--- config.mk ---
export PLATFORM = sky130hd
export DESIGN_NAME = humidity_temp_frame_decoder_flat
export DESIGN_NICKNAME = d
export VERILOG_FILES = /design/src/design/htfd_pkg.sv /design/src/design/htfd_req_if.sv /design/src/design/htfd_rsp_if.sv /design/src/design/htfd_csr_if.sv /design/src/design/humidity_temp_frame_decoder.sv /design/src/flat_wrapper.sv
export SDC_FILE = /design/constraint.sdc
export NUM_CORES = 1
export LEC_CHECK = 0
export BUFFER_PORTS_ARGS = -buffer_cell sky130_fd_sc_hd__buf_2
export CORE_UTILIZATION = 57
export DETAILED_ROUTE_END_ITERATION = 6
export GPL_ROUTABILITY_DRIVEN = 0
export PLACE_DENSITY = 0.76
export SLEW_MARGIN = 10
export SYNTH_ARGS = -nofsm -noshare
export SYNTH_HDL_FRONTEND = slang
export SYNTH_SLANG_ARGS = --single-unit
--- constraint.sdc ---
create_clock -name clock -period 5.18 [get_ports clock]
set_input_delay 0.518 -clock clock [delete_from_list [all_inputs] [get_ports clock]]
set_output_delay 0.518 -clock clock [all_outputs]
set_load 0.02 [all_outputs]
--- src/design/htfd_pkg.sv ---
`default_nettype none
package htfd_pkg;

   localparam int unsigned BYTE_W      = 8;
   localparam int unsigned RAW_W       = 20;
   localparam int unsigned HUM_W       = 14;
   localparam int unsigned TEMP_W      = 15;
   localparam int unsigned POS_W       = 3;
   localparam int unsigned CSR_INDEX_W = 1;

   typedef logic [BYTE_W-1:0] byte_type;
   typedef logic [RAW_W-1:0]  raw_type;
   typedef logic [POS_W-1:0]  pos_type;

   typedef enum logic [1:0] {
      RC_OK       = 2'd0,
      RC_BUSY     = 2'd1,
      RC_CRC_BAD  = 2'd2,
      RC_STATUS   = 2'd3
   } result_code_type;

   typedef enum logic [CSR_INDEX_W-1:0] {
      CSR_STATUS_MASK   = 1'b0,
      CSR_STATUS_EXPECT = 1'b1
   } csr_index_type;

   localparam byte_type CRC_POLY           = 8'h31;
   localparam byte_type CRC_INIT           = 8'hFF;
   localparam int unsigned BUSY_BIT        = 7;
   localparam byte_type STATUS_MASK_RESET  = 8'h98;
   localparam byte_type STATUS_EXPECT_RESET = 8'h18;

   // byte positions, counted as bytes taken so far
   localparam pos_type POS_IDLE   = 3'd0;
   localparam pos_type POS_HUM_HI = 3'd1;
   localparam pos_type POS_HUM_MD = 3'd2;
   localparam pos_type POS_SPLIT  = 3'd3;
   localparam pos_type POS_TMP_MD = 3'd4;
   localparam pos_type POS_TMP_LO = 3'd5;
   localparam pos_type POS_CRC    = 3'd6;

   localparam logic [HUM_W-1:0]  HUM_SCALE   = 14'd10000;
   localparam logic [TEMP_W-1:0] TEMP_SCALE  = 15'd20000;
   localparam logic [TEMP_W-1:0] TEMP_OFFSET = 15'd5000;

   function automatic byte_type crc8_update(input byte_type crc, input byte_type data);
      byte_type c;
      c = crc ^ data;
      for (int k = 0; k < BYTE_W; k++) begin
         if (c[BYTE_W-1]) begin
            c = {c[BYTE_W-2:0], 1'b0} ^ CRC_POLY;
         end else begin
            c = {c[BYTE_W-2:0], 1'b0};
         end
      end
      return c;
   endfunction

endpackage
`default_nettype wire

--- src/design/htfd_req_if.sv ---
`default_nettype none
interface htfd_req_if;
   logic                   valid;
   logic                   ready;
   htfd_pkg::byte_type     data_byte;
   logic                   frame_start;

   modport source (output valid, output data_byte, output frame_start, input ready);
   modport sink   (input valid, input data_byte, input frame_start, output ready);
endinterface
`default_nettype wire

--- src/design/htfd_rsp_if.sv ---
`default_nettype none
interface htfd_rsp_if;
   logic                                  valid;
   logic                                  ready;
   logic [htfd_pkg::HUM_W-1:0]            humidity_centi;
   logic signed [htfd_pkg::TEMP_W-1:0]    temperature_centi;
   htfd_pkg::result_code_type             result_code;
   htfd_pkg::byte_type                    status_copy;

   modport source (output valid, output humidity_centi, output temperature_centi,
                   output result_code, output status_copy, input ready);
   modport sink   (input valid, input humidity_centi, input temperature_centi,
                   input result_code, input status_copy, output ready);
endinterface
`default_nettype wire

--- src/design/htfd_csr_if.sv ---
`default_nettype none
interface htfd_csr_if;
   logic                                valid;
   logic                                ready;
   logic [htfd_pkg::CSR_INDEX_W-1:0]    index;
   htfd_pkg::byte_type                  wdata;

   modport source (output valid, output index, output wdata, input ready);
   modport sink   (input valid, input index, input wdata, output ready);
endinterface
`default_nettype wire

--- src/design/humidity_temp_frame_decoder.sv ---
// Decodes a seven-byte humidity/temperature sensor reply (status, five data bytes, CRC-8
// poly 0x31 init 0xFF) taken one byte per request, and returns one result per complete
// frame: humidity in centi-percent, signed temperature in centi-degrees, a result code
// (busy, CRC mismatch, status mismatch under status_mask/status_expect) and the status
// byte. A byte is taken every cycle: the frame state and the result register update in
// the cycle of the request, and the block only stalls while an untaken result sits in
// the result register, so throughput is one byte per clock and a result appears in the
// cycle after the CRC byte is taken. Bytes without frame_start while idle are dropped;
// frame_start in mid-frame restarts the frame. Register writes are always accepted.
`default_nettype none
module humidity_temp_frame_decoder (
   input  wire         clock,
   input  wire         reset,
   htfd_req_if.sink    req_chan,
   htfd_rsp_if.source  rsp_chan,
   htfd_csr_if.sink    csr_chan
);

   htfd_pkg::byte_type   status_mask_ff, status_expect_ff;
   htfd_pkg::pos_type    pos_ff, pos_in;
   htfd_pkg::byte_type   crc_ff, crc_in;
   htfd_pkg::byte_type   status_ff, status_in;
   htfd_pkg::raw_type    hum_raw_ff, hum_raw_in;
   htfd_pkg::raw_type    tmp_raw_ff, tmp_raw_in;

   logic                                 out_valid_ff, out_valid_in;
   logic [htfd_pkg::HUM_W-1:0]           out_hum_ff, out_hum_in;
   logic [htfd_pkg::TEMP_W-1:0]          out_tmp_ff, out_tmp_in;
   htfd_pkg::result_code_type            out_code_ff, out_code_in;
   htfd_pkg::byte_type                   out_status_ff, out_status_in;

   logic                                 accept;
   htfd_pkg::byte_type                   b;
   logic [htfd_pkg::RAW_W+htfd_pkg::HUM_W-1:0]  hum_prod;
   logic [htfd_pkg::RAW_W+htfd_pkg::TEMP_W-1:0] tmp_prod;
   logic [htfd_pkg::HUM_W-1:0]           hum_centi;
   logic [htfd_pkg::TEMP_W-1:0]          tmp_centi;
   htfd_pkg::result_code_type            code;

   assign req_chan.ready = !out_valid_ff || rsp_chan.ready;
   assign accept         = req_chan.valid && req_chan.ready;
   assign b              = req_chan.data_byte;
   assign csr_chan.ready = 1'b1;

   // scaling from the captured raw readings
   assign hum_prod  = {{htfd_pkg::HUM_W{1'b0}}, hum_raw_ff}
                      * {{htfd_pkg::RAW_W{1'b0}}, htfd_pkg::HUM_SCALE};
   assign tmp_prod  = {{htfd_pkg::TEMP_W{1'b0}}, tmp_raw_ff}
                      * {{htfd_pkg::RAW_W{1'b0}}, htfd_pkg::TEMP_SCALE};
   assign hum_centi = hum_prod[htfd_pkg::RAW_W+htfd_pkg::HUM_W-1:htfd_pkg::RAW_W];
   assign tmp_centi = tmp_prod[htfd_pkg::RAW_W+htfd_pkg::TEMP_W-1:htfd_pkg::RAW_W]
                      - htfd_pkg::TEMP_OFFSET;

   always_comb begin
      if (status_ff[htfd_pkg::BUSY_BIT]) begin
         code = htfd_pkg::RC_BUSY;
      end else if (crc_ff != b) begin
         code = htfd_pkg::RC_CRC_BAD;
      end else if ((status_ff & status_mask_ff) != status_expect_ff) begin
         code = htfd_pkg::RC_STATUS;
      end else begin
         code = htfd_pkg::RC_OK;
      end
   end

   always_comb begin
      pos_in        = pos_ff;
      crc_in        = crc_ff;
      status_in     = status_ff;
      hum_raw_in    = hum_raw_ff;
      tmp_raw_in    = tmp_raw_ff;
      out_valid_in  = out_valid_ff && !rsp_chan.ready;
      out_hum_in    = out_hum_ff;
      out_tmp_in    = out_tmp_ff;
      out_code_in   = out_code_ff;
      out_status_in = out_status_ff;
      if (accept) begin
         if (req_chan.frame_start) begin
            status_in = b;
            crc_in    = htfd_pkg::crc8_update(htfd_pkg::CRC_INIT, b);
            pos_in    = htfd_pkg::POS_HUM_HI;
         end else if (pos_ff == htfd_pkg::POS_IDLE || pos_ff > htfd_pkg::POS_CRC) begin
            pos_in = htfd_pkg::POS_IDLE;
         end else if (pos_ff < htfd_pkg::POS_CRC) begin
            case (pos_ff)
               htfd_pkg::POS_HUM_HI: hum_raw_in[19:12] = b;
               htfd_pkg::POS_HUM_MD: hum_raw_in[11:4]  = b;
               htfd_pkg::POS_SPLIT: begin
                  hum_raw_in[3:0]   = b[7:4];
                  tmp_raw_in[19:16] = b[3:0];
               end
               htfd_pkg::POS_TMP_MD: tmp_raw_in[15:8] = b;
               default:              tmp_raw_in[7:0]  = b;
            endcase
            crc_in = htfd_pkg::crc8_update(crc_ff, b);
            pos_in = pos_ff + htfd_pkg::POS_W'(1);
         end else begin
            out_valid_in  = 1'b1;
            out_code_in   = code;
            out_status_in = status_ff;
            out_hum_in    = (code == htfd_pkg::RC_OK) ? hum_centi : '0;
            out_tmp_in    = (code == htfd_pkg::RC_OK) ? tmp_centi : '0;
            pos_in        = htfd_pkg::POS_IDLE;
            crc_in        = htfd_pkg::CRC_INIT;
         end
      end
   end

   always_ff @(posedge clock) begin
      if (reset) begin
         pos_ff           <= htfd_pkg::POS_IDLE;
         crc_ff           <= htfd_pkg::CRC_INIT;
         status_ff        <= '0;
         hum_raw_ff       <= '0;
         tmp_raw_ff       <= '0;
         out_valid_ff     <= 1'b0;
         status_mask_ff   <= htfd_pkg::STATUS_MASK_RESET;
         status_expect_ff <= htfd_pkg::STATUS_EXPECT_RESET;
      end else begin
         pos_ff       <= pos_in;
         crc_ff       <= crc_in;
         status_ff    <= status_in;
         hum_raw_ff   <= hum_raw_in;
         tmp_raw_ff   <= tmp_raw_in;
         out_valid_ff <= out_valid_in;
         if (csr_chan.valid) begin
            case (csr_chan.index)
               htfd_pkg::CSR_STATUS_MASK:   status_mask_ff   <= csr_chan.wdata;
               htfd_pkg::CSR_STATUS_EXPECT: status_expect_ff <= csr_chan.wdata;
               default: ;
            endcase
         end
      end
   end

   always_ff @(posedge clock) begin
      out_hum_ff    <= out_hum_in;
      out_tmp_ff    <= out_tmp_in;
      out_code_ff   <= out_code_in;
      out_status_ff <= out_status_in;
   end

   assign rsp_chan.valid             = out_valid_ff;
   assign rsp_chan.humidity_centi    = out_hum_ff;
   assign rsp_chan.temperature_centi = $signed(out_tmp_ff);
   assign rsp_chan.result_code       = out_code_ff;
   assign rsp_chan.status_copy       = out_status_ff;

endmodule
`default_nettype wire

--- src/flat_wrapper.sv ---
// flat-port wrapper written by rule: the top's interface ports become plain ports
module humidity_temp_frame_decoder_flat 
  (clock, reset, req_chan_valid, req_chan_data_byte, req_chan_frame_start, req_chan_ready, rsp_chan_valid, rsp_chan_humidity_centi, rsp_chan_temperature_centi, rsp_chan_result_code, rsp_chan_status_copy, rsp_chan_ready, csr_chan_valid, csr_chan_index, csr_chan_wdata, csr_chan_ready);
  htfd_req_if req_chan_i ();
  htfd_rsp_if rsp_chan_i ();
  htfd_csr_if csr_chan_i ();
  input  wire clock;
  input  wire reset;
  input wire logic [$bits(req_chan_i.valid)-1:0] req_chan_valid;
  input wire logic [$bits(req_chan_i.data_byte)-1:0] req_chan_data_byte;
  input wire logic [$bits(req_chan_i.frame_start)-1:0] req_chan_frame_start;
  output wire logic [$bits(req_chan_i.ready)-1:0] req_chan_ready;
  output wire logic [$bits(rsp_chan_i.valid)-1:0] rsp_chan_valid;
  output wire logic [$bits(rsp_chan_i.humidity_centi)-1:0] rsp_chan_humidity_centi;
  output wire logic [$bits(rsp_chan_i.temperature_centi)-1:0] rsp_chan_temperature_centi;
  output wire logic [$bits(rsp_chan_i.result_code)-1:0] rsp_chan_result_code;
  output wire logic [$bits(rsp_chan_i.status_copy)-1:0] rsp_chan_status_copy;
  input wire logic [$bits(rsp_chan_i.ready)-1:0] rsp_chan_ready;
  input wire logic [$bits(csr_chan_i.valid)-1:0] csr_chan_valid;
  input wire logic [$bits(csr_chan_i.index)-1:0] csr_chan_index;
  input wire logic [$bits(csr_chan_i.wdata)-1:0] csr_chan_wdata;
  output wire logic [$bits(csr_chan_i.ready)-1:0] csr_chan_ready;
  assign req_chan_i.valid = req_chan_valid;
  assign req_chan_i.data_byte = req_chan_data_byte;
  assign req_chan_i.frame_start = req_chan_frame_start;
  assign req_chan_ready = req_chan_i.ready;
  assign rsp_chan_valid = rsp_chan_i.valid;
  assign rsp_chan_humidity_centi = rsp_chan_i.humidity_centi;
  assign rsp_chan_temperature_centi = rsp_chan_i.temperature_centi;
  assign rsp_chan_result_code = rsp_chan_i.result_code;
  assign rsp_chan_status_copy = rsp_chan_i.status_copy;
  assign rsp_chan_i.ready = rsp_chan_ready;
  assign csr_chan_i.valid = csr_chan_valid;
  assign csr_chan_i.index = csr_chan_index;
  assign csr_chan_i.wdata = csr_chan_wdata;
  assign csr_chan_ready = csr_chan_i.ready;
  humidity_temp_frame_decoder u_core (.clock(clock), .reset(reset), .req_chan(req_chan_i), .rsp_chan(rsp_chan_i), .csr_chan(csr_chan_i));
endmodule
# After elaboration in Yosys (flattened, before gate mapping)
# Index checks and enable logic that the tools add are counted.
dict set report totals {
  register_bits 115
  out_inout_bits 42
  word_cells 143
}
dict set report classes {
  bitwise 24
  n_reduce_logical 19
  magnitude_cmp 2
  multipliers 2
  n_mux 71
  addsub 2
  n_eq_ne 7
}
# operator n
set ops {}
lappend ops {{$mux 8} 45}
lappend ops {{$mux 6} 16}
lappend ops {{$mul 20x10->30 const B} 2}
lappend ops {{$not 3->3} 16}
lappend ops {{$reduce_and 5->1} 5}
lappend ops {{$ne 8x8->1} 2}
lappend ops {{$sub 15x13->15 const B} 1}
lappend ops {{$mux 3} 3}
lappend ops {{$and 8x8->8} 1}
lappend ops {{$not 8->8} 1}
lappend ops {{$reduce_and 2->1} 4}
lappend ops {{$xor 8x8->8} 1}
lappend ops {{$eq 3x2->1 const B} 2}
lappend ops {{$mux 2} 3}
lappend ops {{$not 1->1} 5}
lappend ops {{$mux 1} 4}
lappend ops {{$reduce_and 4->1} 1}
lappend ops {{$reduce_or 4->1} 1}
lappend ops {{$add 3x1->3 const B} 1}
lappend ops {{$eq 3x1->1 const B} 1}
lappend ops {{$eq 3x3->1 const B} 1}
lappend ops {{$gt 3x3->1 const B} 1}
lappend ops {{$logic_not 3->1} 1}
lappend ops {{$lt 3x3->1 const B} 1}
lappend ops {{other kinds (5)} 8}

# Depth between registers and ports, before layout
# Gate-level depths: netlist (run 1).
dict set report depth {
  depth_word 48
  mapped_depth 23
  ltp_nobuf 23
}

# Worst setup path before layout (run 1)
# Ideal clock, no wire load.
dict set report synth_timing {
  path_type {reg2reg}
  startpoint {register u_core.tmp_raw_ff[4]}
  endpoint {register u_core.out_tmp_ff, in the netlist u_core.rsp_chan.temperature_centi[11], data pin}
  synth_period_minus_slack_ps 5135
  path_stages_with_launch 24
  slack_ps 45
  t_arrival_ps 4867
  path_cell_list {dfxtp_1 inv_1 fa_1 inv_1 ha_1 inv_1 fa_1 inv_1 ha_1 inv_1 fa_1 inv_1 ha_1 a21oi_1 o21ai_1 a22o_1 o21ai_1 xor2_1 ha_1 nand2_1 o211a_4 a211oi_2 a21o_1 a21oi_2}
}
dict set report synth_between {
  elab_chain_cells 2
}
# item line_no
set synth_lines {}
lappend synth_lines {{start, declared} humidity_temp_frame_decoder.sv:24} ;# htfd_pkg::raw_type tmp_raw_ff, tmp_raw_in;
lappend synth_lines {{start signal, assigned} humidity_temp_frame_decoder.sv:124} ;# tmp_raw_ff <= tmp_raw_in;
lappend synth_lines {{$mul 20x10->30} humidity_temp_frame_decoder.sv:49} ;# * {{htfd_pkg::RAW_W{1'b0}}, htfd_pkg::TEMP_SCALE};
lappend synth_lines {{$sub 15x13->15} humidity_temp_frame_decoder.sv:52} ;# - htfd_pkg::TEMP_OFFSET;
lappend synth_lines {{end signal, assigned} humidity_temp_frame_decoder.sv:138} ;# out_tmp_ff <= out_tmp_in;
lappend synth_lines {{end, declared} humidity_temp_frame_decoder.sv:28} ;# logic [htfd_pkg::TEMP_W-1:0] out_tmp_ff, out_tmp_in;
# Every way passes these cells.
# A chain may end at the register's enable or synchronous reset.

# Final worst setup path (run 1)
dict set report layout_timing {
  startpoint {register u_core.tmp_raw_ff[5]}
  endpoint {register u_core.out_tmp_ff, in the netlist u_core.rsp_chan.temperature_centi[9], data pin}
}
# Same word-level chain as after synthesis.

==> results of run 1 <==
## layer usage
layer / vias up / wire [um] / part of all wire (%)
li1: 3914 / - / -
met2: 132 / 12100 / 51
met3: 44 / 637 / 2.7
met1: 3997 / 10300 / 44
met4: 0 / 501 / 2.1
met5: - / 0 / 0
## worst max-delay path, stage by stage, from the launching register on
cell      delay, ps
dfxtp_2         350
inv_4            50
fa_1            570
inv_2            50
ha_4            260
inv_2            30
fa_1            520
inv_2            50
ha_4            260
inv_2            30
fa_1            540
inv_2            50
ha_4            220
a21oi_2         130
o21ai_2          90
a22o_1          270
o21ai_1         180
xor2_1          200
ha_2            220
nand2_2          80
buf_6           130
o211ai_1        200
xnor2_1         130
nor3_1          210
nor3_2           50
## state kept, by name, indices dropped and copies added, names as in the netlist
signal and count:
u_core.hum_raw_ff 20, u_core.status_mask_ff 8, u_core.status_expect_ff 8, u_core.pos_ff 3, u_core.rsp_chan.valid 1, u_core.rsp_chan.result_code 2, u_core.tmp_raw_ff 20, u_core.crc_ff 8
u_core.rsp_chan.status_copy 8, u_core.rsp_chan.temperature_centi 15, u_core.rsp_chan.humidity_centi 14, u_core.status_ff 8
## where the power goes
group	total (mW)	switching (mW)	internal, mW
logic	0.294	0.164	0.130
clock network	1.20	0.472	0.725
registers	0.968	0.0204	0.948
total	2.46	0.657	1.80
## kinds of logic after synthesis
logic type | Yosys count
compound gates | 152
other cells | 1
xor+xnor | 67
fa+ha+maj | 258
simple gates | 253
mux | 42
buf+inv | 225
flops | 115
## cell type report
| type | count | share of cell area (%) |
|---|---|---|
| clock inverters | 14 | 1.36 |
| well taps | 229 | 2.27 |
| clock buffers | 18 | 3.40 |
| inverters | 190 | 5.67 |
| flip-flops and latches | 115 | 21.4 |
| multi-input cells | 773 | 59.8 |
| repair buffers | 122 | 6.09 |
## cells in the final DEF, fill, tap and decap left out, drive strengths merged, types with 11 or more instances in the layout
cell type  synthesis  final
inv              190    195
ha               166    166
buf                8    122
fa                92     92
nor2              85     85
nand2             80     80
dfxtp             76     76
a21oi             56     56
xnor2             51     51
mux2i             42     42
edfxtp            39     39
o21ai             25     25
nand3             19     19
clkbuf            27     18
xor2              16     16
nor3              16     16
a211o             11     11
## worst min path at each step
stage	endpoint	slack, ps
final	u_core.status_mask_ff[7]	320
after global placement	u_core.status_mask_ff[0]	450
after global routing	u_core.status_mask_ff[7]	330
after floorplan	u_core.rsp_chan.status_copy[0]	430
after detailed placement	u_core.status_mask_ff[5]	450
after CTS	u_core.status_mask_ff[7]	320
## through the flow
step | total power, mW | area [sq um] | worst slack [ps] | utilization (%)
3_5_place_dp | 1.26 | 11600 | -108 | 63.8
6_report | 2.46 | 12600 | 48.4 | 69.4
5_1_grt | 2.54 | 12600 | -174 | 69.4
2_1_floorplan | 1.20 | 10800 | 44.9 | -
3_3_place_gp | 1.25 | 11600 | 17.0 | 63.8
4_1_cts | 2.46 | 12300 | 5.39 | 67.8
## repair_timing
item                       CTS  global route
buffers inserted             3             5
pin swaps                   15            43
gates cloned                 0             0
setup endpoints to repair    6             8
resized for setup           26            53
==> reports/metrics.csv, run 1 <==
metric,value,unit
synth-compound-area-share,10.0,%
min_period,5130,ps
grt.met3_usage,3.72,%
grt-ovfl-total,0,
cts_tree,done,
clock_latency,430,ps
crit_end,u_core.rsp_chan.temperature_centi[9],
yosys.area.top_type,ha_1,
synth_top_family_by_area,adder cells,
drive_above_1_share,19.9,%
cp-start-kind,flop,
cp.arrival,5290,ps
globalRouteMet2Util,42.5,%
drt_iter0_drc,293,
p_per_area,195,nW/um^2
critical_path_class,flop to flop,
synth_xor_area_share,5.60,%
area_delta_synth_final,17.5,%
finalHoldViolCount,0,
relSlewSlack,20.7,%
port_buffers,63,
busiest_layer,met2,
htreeDepth,4,
reg2reg_to,u_core.rsp_chan.temperature_centi[9],
synth_top_cell_area_share,19.3,%
synthesis.nets,1394,
reg2reg_depth,24,
worst-slew-pin-transition,1180,ps
antenna_cells,0,
async_flop_share,0,%
clock_skew,11.9,ps
ff2ff_setup_slack,50,ps
rows,49,
dieArea,19400,sq um
drtPass1Iterations,5,
final_cells,1461,
hpwlAfterDp,16700,um
end_kind,flop,
setup_violations,0,
grt_usage,24.5,%
synth-seq-cells,115,
worstPathMaxFanout,4,
die_h,139,um
p_leak,6.47,nW
multi_input_area,7560,sq um
drc_errors,0,
cts_root_buffer,clkbuf_16,
synth_cells,1113,
synth_common_cells,"inv_1, ha_1, fa_1, nor2_1, nand2_1",
wl_per_cell,16.1,um
clockBufferDepth,2,
synth-edff-count,39,
drtAntennaViolNets,0,
grt_pass1_vias,8093,
min_path_cells,3,
routed_wl,23500,um
fin_tns_setup,0,ps
via_per_inst,5.54,
crit_start,u_core.tmp_raw_ff[5],
grtUsageMet1,30.6,%
yosys.cell_count.top_type,inv_1,
holdBufCountCts,0,
synth_area_leaders,"ha_1, fa_1, dfxtp_1",
required,5340,ps
min_path_type,input pin to flop,
seq_area,2700,sq um
syn_avg_cell_area,9.66,sq um
outcome,"complete, no violations",
cts_buffers,17,
synth_area,10800,sq um
core,18200,sq um
dp_cells,1422,
ir_drop,234,uV
finalCritPeriodShare,99.1,%
muxShareOfSynthArea,3.91,%
grt_max_degree,77,
drv_slew,0,
cap_violations,0,
start_util,59.0,%
nFillCells,1360,
fin_nets,1500,
grt_pass1_wl,38200,um
num_io_pins,65,
yosys_warnings,0,
synth.distinct_cells,70,
cts.sinks,115,
synthAdderAreaFrac,36.5,%
fp.dieW,139,um
ys.flop_type,dfxtp_1,
ys_seq_area_share,25.0,%
min_from,csr_chan_wdata[7],
fmax,195,MHz
yosys.area_share.simple,10.9,%
whs,322,ps
rsz0062_at_grt,true,
clkTransAtPathRegs,60,ps
timing.rr.start,u_core.tmp_raw_ff[5],
num_vias,8087,
antenna_found_initial,0,
(Power assumes the default switching activity.)
==> inputs of run 2 (changes only) <==
--- a/config.mk
+++ b/config.mk
@@ -6,10 +6,10 @@
 export NUM_CORES = 1
 export LEC_CHECK = 0
 export BUFFER_PORTS_ARGS = -buffer_cell sky130_fd_sc_hd__buf_2
-export CORE_UTILIZATION = 57
+export CORE_UTILIZATION = 60
 export DETAILED_ROUTE_END_ITERATION = 6
 export GPL_ROUTABILITY_DRIVEN = 0
-export PLACE_DENSITY = 0.76
+export PLACE_DENSITY = 0.77
 export SLEW_MARGIN = 10
 export SYNTH_ARGS = -nofsm -noshare
 export SYNTH_HDL_FRONTEND = slang
==> constraint.sdc (replaced) <==
create_clock -name clock -period 4.97 [get_ports clock]
set_input_delay 0.497 -clock clock [delete_from_list [all_inputs] [get_ports clock]]
set_output_delay 0.497 -clock clock [all_outputs]
set_load 0.02 [all_outputs]
==> run 2 against run 1 <==
Net effect: the flow now finishes with violations (setup timing); core utilization up 4.1 points; fmax up 0.35%; register-to-register slack worse by 190 ps; sequential cell count unchanged; final area up 1.3%; first-iteration DRC count up 56%; worst setup slack worse by 190 ps; sequential power up 4%; sequential share of layout area down 0.28 points; global-route usage up 2.3 points; via count up 0.32%; largest power group unchanged.
==> reports/metrics.csv, run 2 (synthesis gave the netlist of run 1 again) <==
metric,value,unit
outcome,finished with violations,
violations,setup timing,
port_buffers,63,
grt_pass1_wl,38500,um
antenna_found_initial,0,
core,17400,sq um
drive_above_1_share,21.9,%
fin_util,73.4,%
grt_usage,26.8,%
crit_path_frequent_cell,inv_2,
drc_errors,0,
layout_setup_ws,-144,ps
critPathBufInv,6,
clock_latency,440,ps
drtPass1Iterations,5,
num_vias,8113,
p_leak,6.55,nW
grt_pass1_vias,8224,
slowest_stage,fa_1,
cp.arrival,5290,ps
worstPathMaxFanout,4,
seqPwrFrac,39.5,%
drv_slew,0,
die_h,136,um
rows,48,
clock_skew,16.4,ps
routed_wl,23800,um
drt_iter0_drc,456,
wl_per_cell,16.2,um
htreeDepth,4,
relSlewSlack,27.1,%
finalHoldViolCount,0,
fmax,196,MHz
place_ws,-165,ps
worst-slew-pin-transition,1090,ps
cap_violations,0,
cp-start-kind,flop,
switching_share,29.2,%
cts.sinks,115,
rsz0062_at_grt,true,
layout_common_cells,"inv_1, ha_1, fa_1",
fp.dieW,136,um
ir_drop,252,uV
dieArea,18500,sq um
start_util,61.7,%
critical_path_class,flop to flop,
switching_power,0.744,mW
drtAntennaViolNets,0,
final_common_cell,inv_1,
seq_area,2700,sq um
comb_power_share,12.4,%
clkTransAtPathRegs,70,ps
grt_max_degree,77,
p_per_area,200,nW/um^2
grt-ovfl-total,0,
whs,284,ps
crit_chain,"inv_4, fa_1, inv_2, ha_4, inv_2, fa_1, inv_2, ha_4, inv_2, fa_1, inv_2, ha_4, a21oi_4, o21ai_2, a22oi_4, a31oi_4, a2111oi_4, o31a_4, o211a_4, mux2i_2, a21o_1, a21oi_2",
via_per_inst,5.52,
multi_input_area,7630,sq um
num_io_pins,65,
cts_buffers,17,
setup_violations,3,
end_kind,flop,
p_clk_share,48.1,%
fin_nets,1512,
area_delta_synth_final,19.0,%
cts_root_buffer,clkbuf_16,
clockBufferDepth,2,
min_path_type,input pin to flop,
internal_power,1.81,mW
cts_tree,done,
fin_total_pwr,2.55,mW
min_period,5110,ps
finalCritPeriodShare,103,%
path_delay_family,adder cells,
max_stage_delay,550,ps
required,5140,ps
antenna_cells,0,
hpwlAfterDp,16800,um
nFillCells,1196,
run 2: final timing paths:
kind | cells after the start | end | startpoint | slack (ps)
worst max-delay path | 22 | u_core.rsp_chan.temperature_centi[11] | u_core.tmp_raw_ff[5] | -140
worst max register to register | 22 | u_core.rsp_chan.temperature_centi[11] | u_core.tmp_raw_ff[5] | -140
worst min-delay path | 3 | u_core.status_expect_ff[3] | csr_chan_wdata[3] | 280
worst min register to register | 2 | u_core.status_mask_ff[6] | u_core.status_mask_ff[6] | 460
run 2: routing by layer:
layer,GRT usage [%],part of all wire [%],up-vias
met5,0,0,-
met4,7.72,2.1,0
li1,-,-,3938
met2,48.1,52,170
met3,4.18,3.2,47
met1,33.1,43,3958
run 2: layout make-up:
class / instances / share of cell area (%)
Multi-Input combinational cell: 773 / 59.6
Sequential cell: 115 / 21.1
Timing Repair Buffer: 134 / 6.72
Inverter: 190 / 5.61
Clock buffer: 17 / 3.33
Tap cell: 225 / 2.20
Clock inverter: 15 / 1.38
run 2: stage by stage:
stage	instances	setup TNS, ps	cell area [sq um]
after detailed placement	1432	-518	11800
after floorplan	1113	0	10800
after global routing	1469	-1350	12800
after global placement	1432	-142	11800
after CTS	1468	-119	12600
final	1469	-338	12800
run 2: power groups by stage:
stage / registers, mW / clock network [mW] / logic, mW
finish: 1.01 / 1.23 / 0.317
global route: 1.01 / 1.28 / 0.351
CTS: 1.01 / 1.24 / 0.305
detailed placement: 1.03 / 0 / 0.289
global placement: 1.03 / 0 / 0.281
floorplan: 1.02 / 0 / 0.227
run 2: repair_timing:
item                       4_1_cts  5_1_grt
setup endpoints to repair        9       14
setup buffers                    4        2
pin swaps                       32       28
hold buffers                     0        0
resized for setup               27       45
run 2: worst reg2reg max path, delay by kind of cell, from the launching register on:
| family | cells | cell delay [ps] |
|---|---|---|
| buf+inv | 6 | 270 |
| mux | 1 | 240 |
| fa+ha+maj | 6 | 2300 |
| compound gates | 9 | 1690 |
| flops | 1 | 350 |
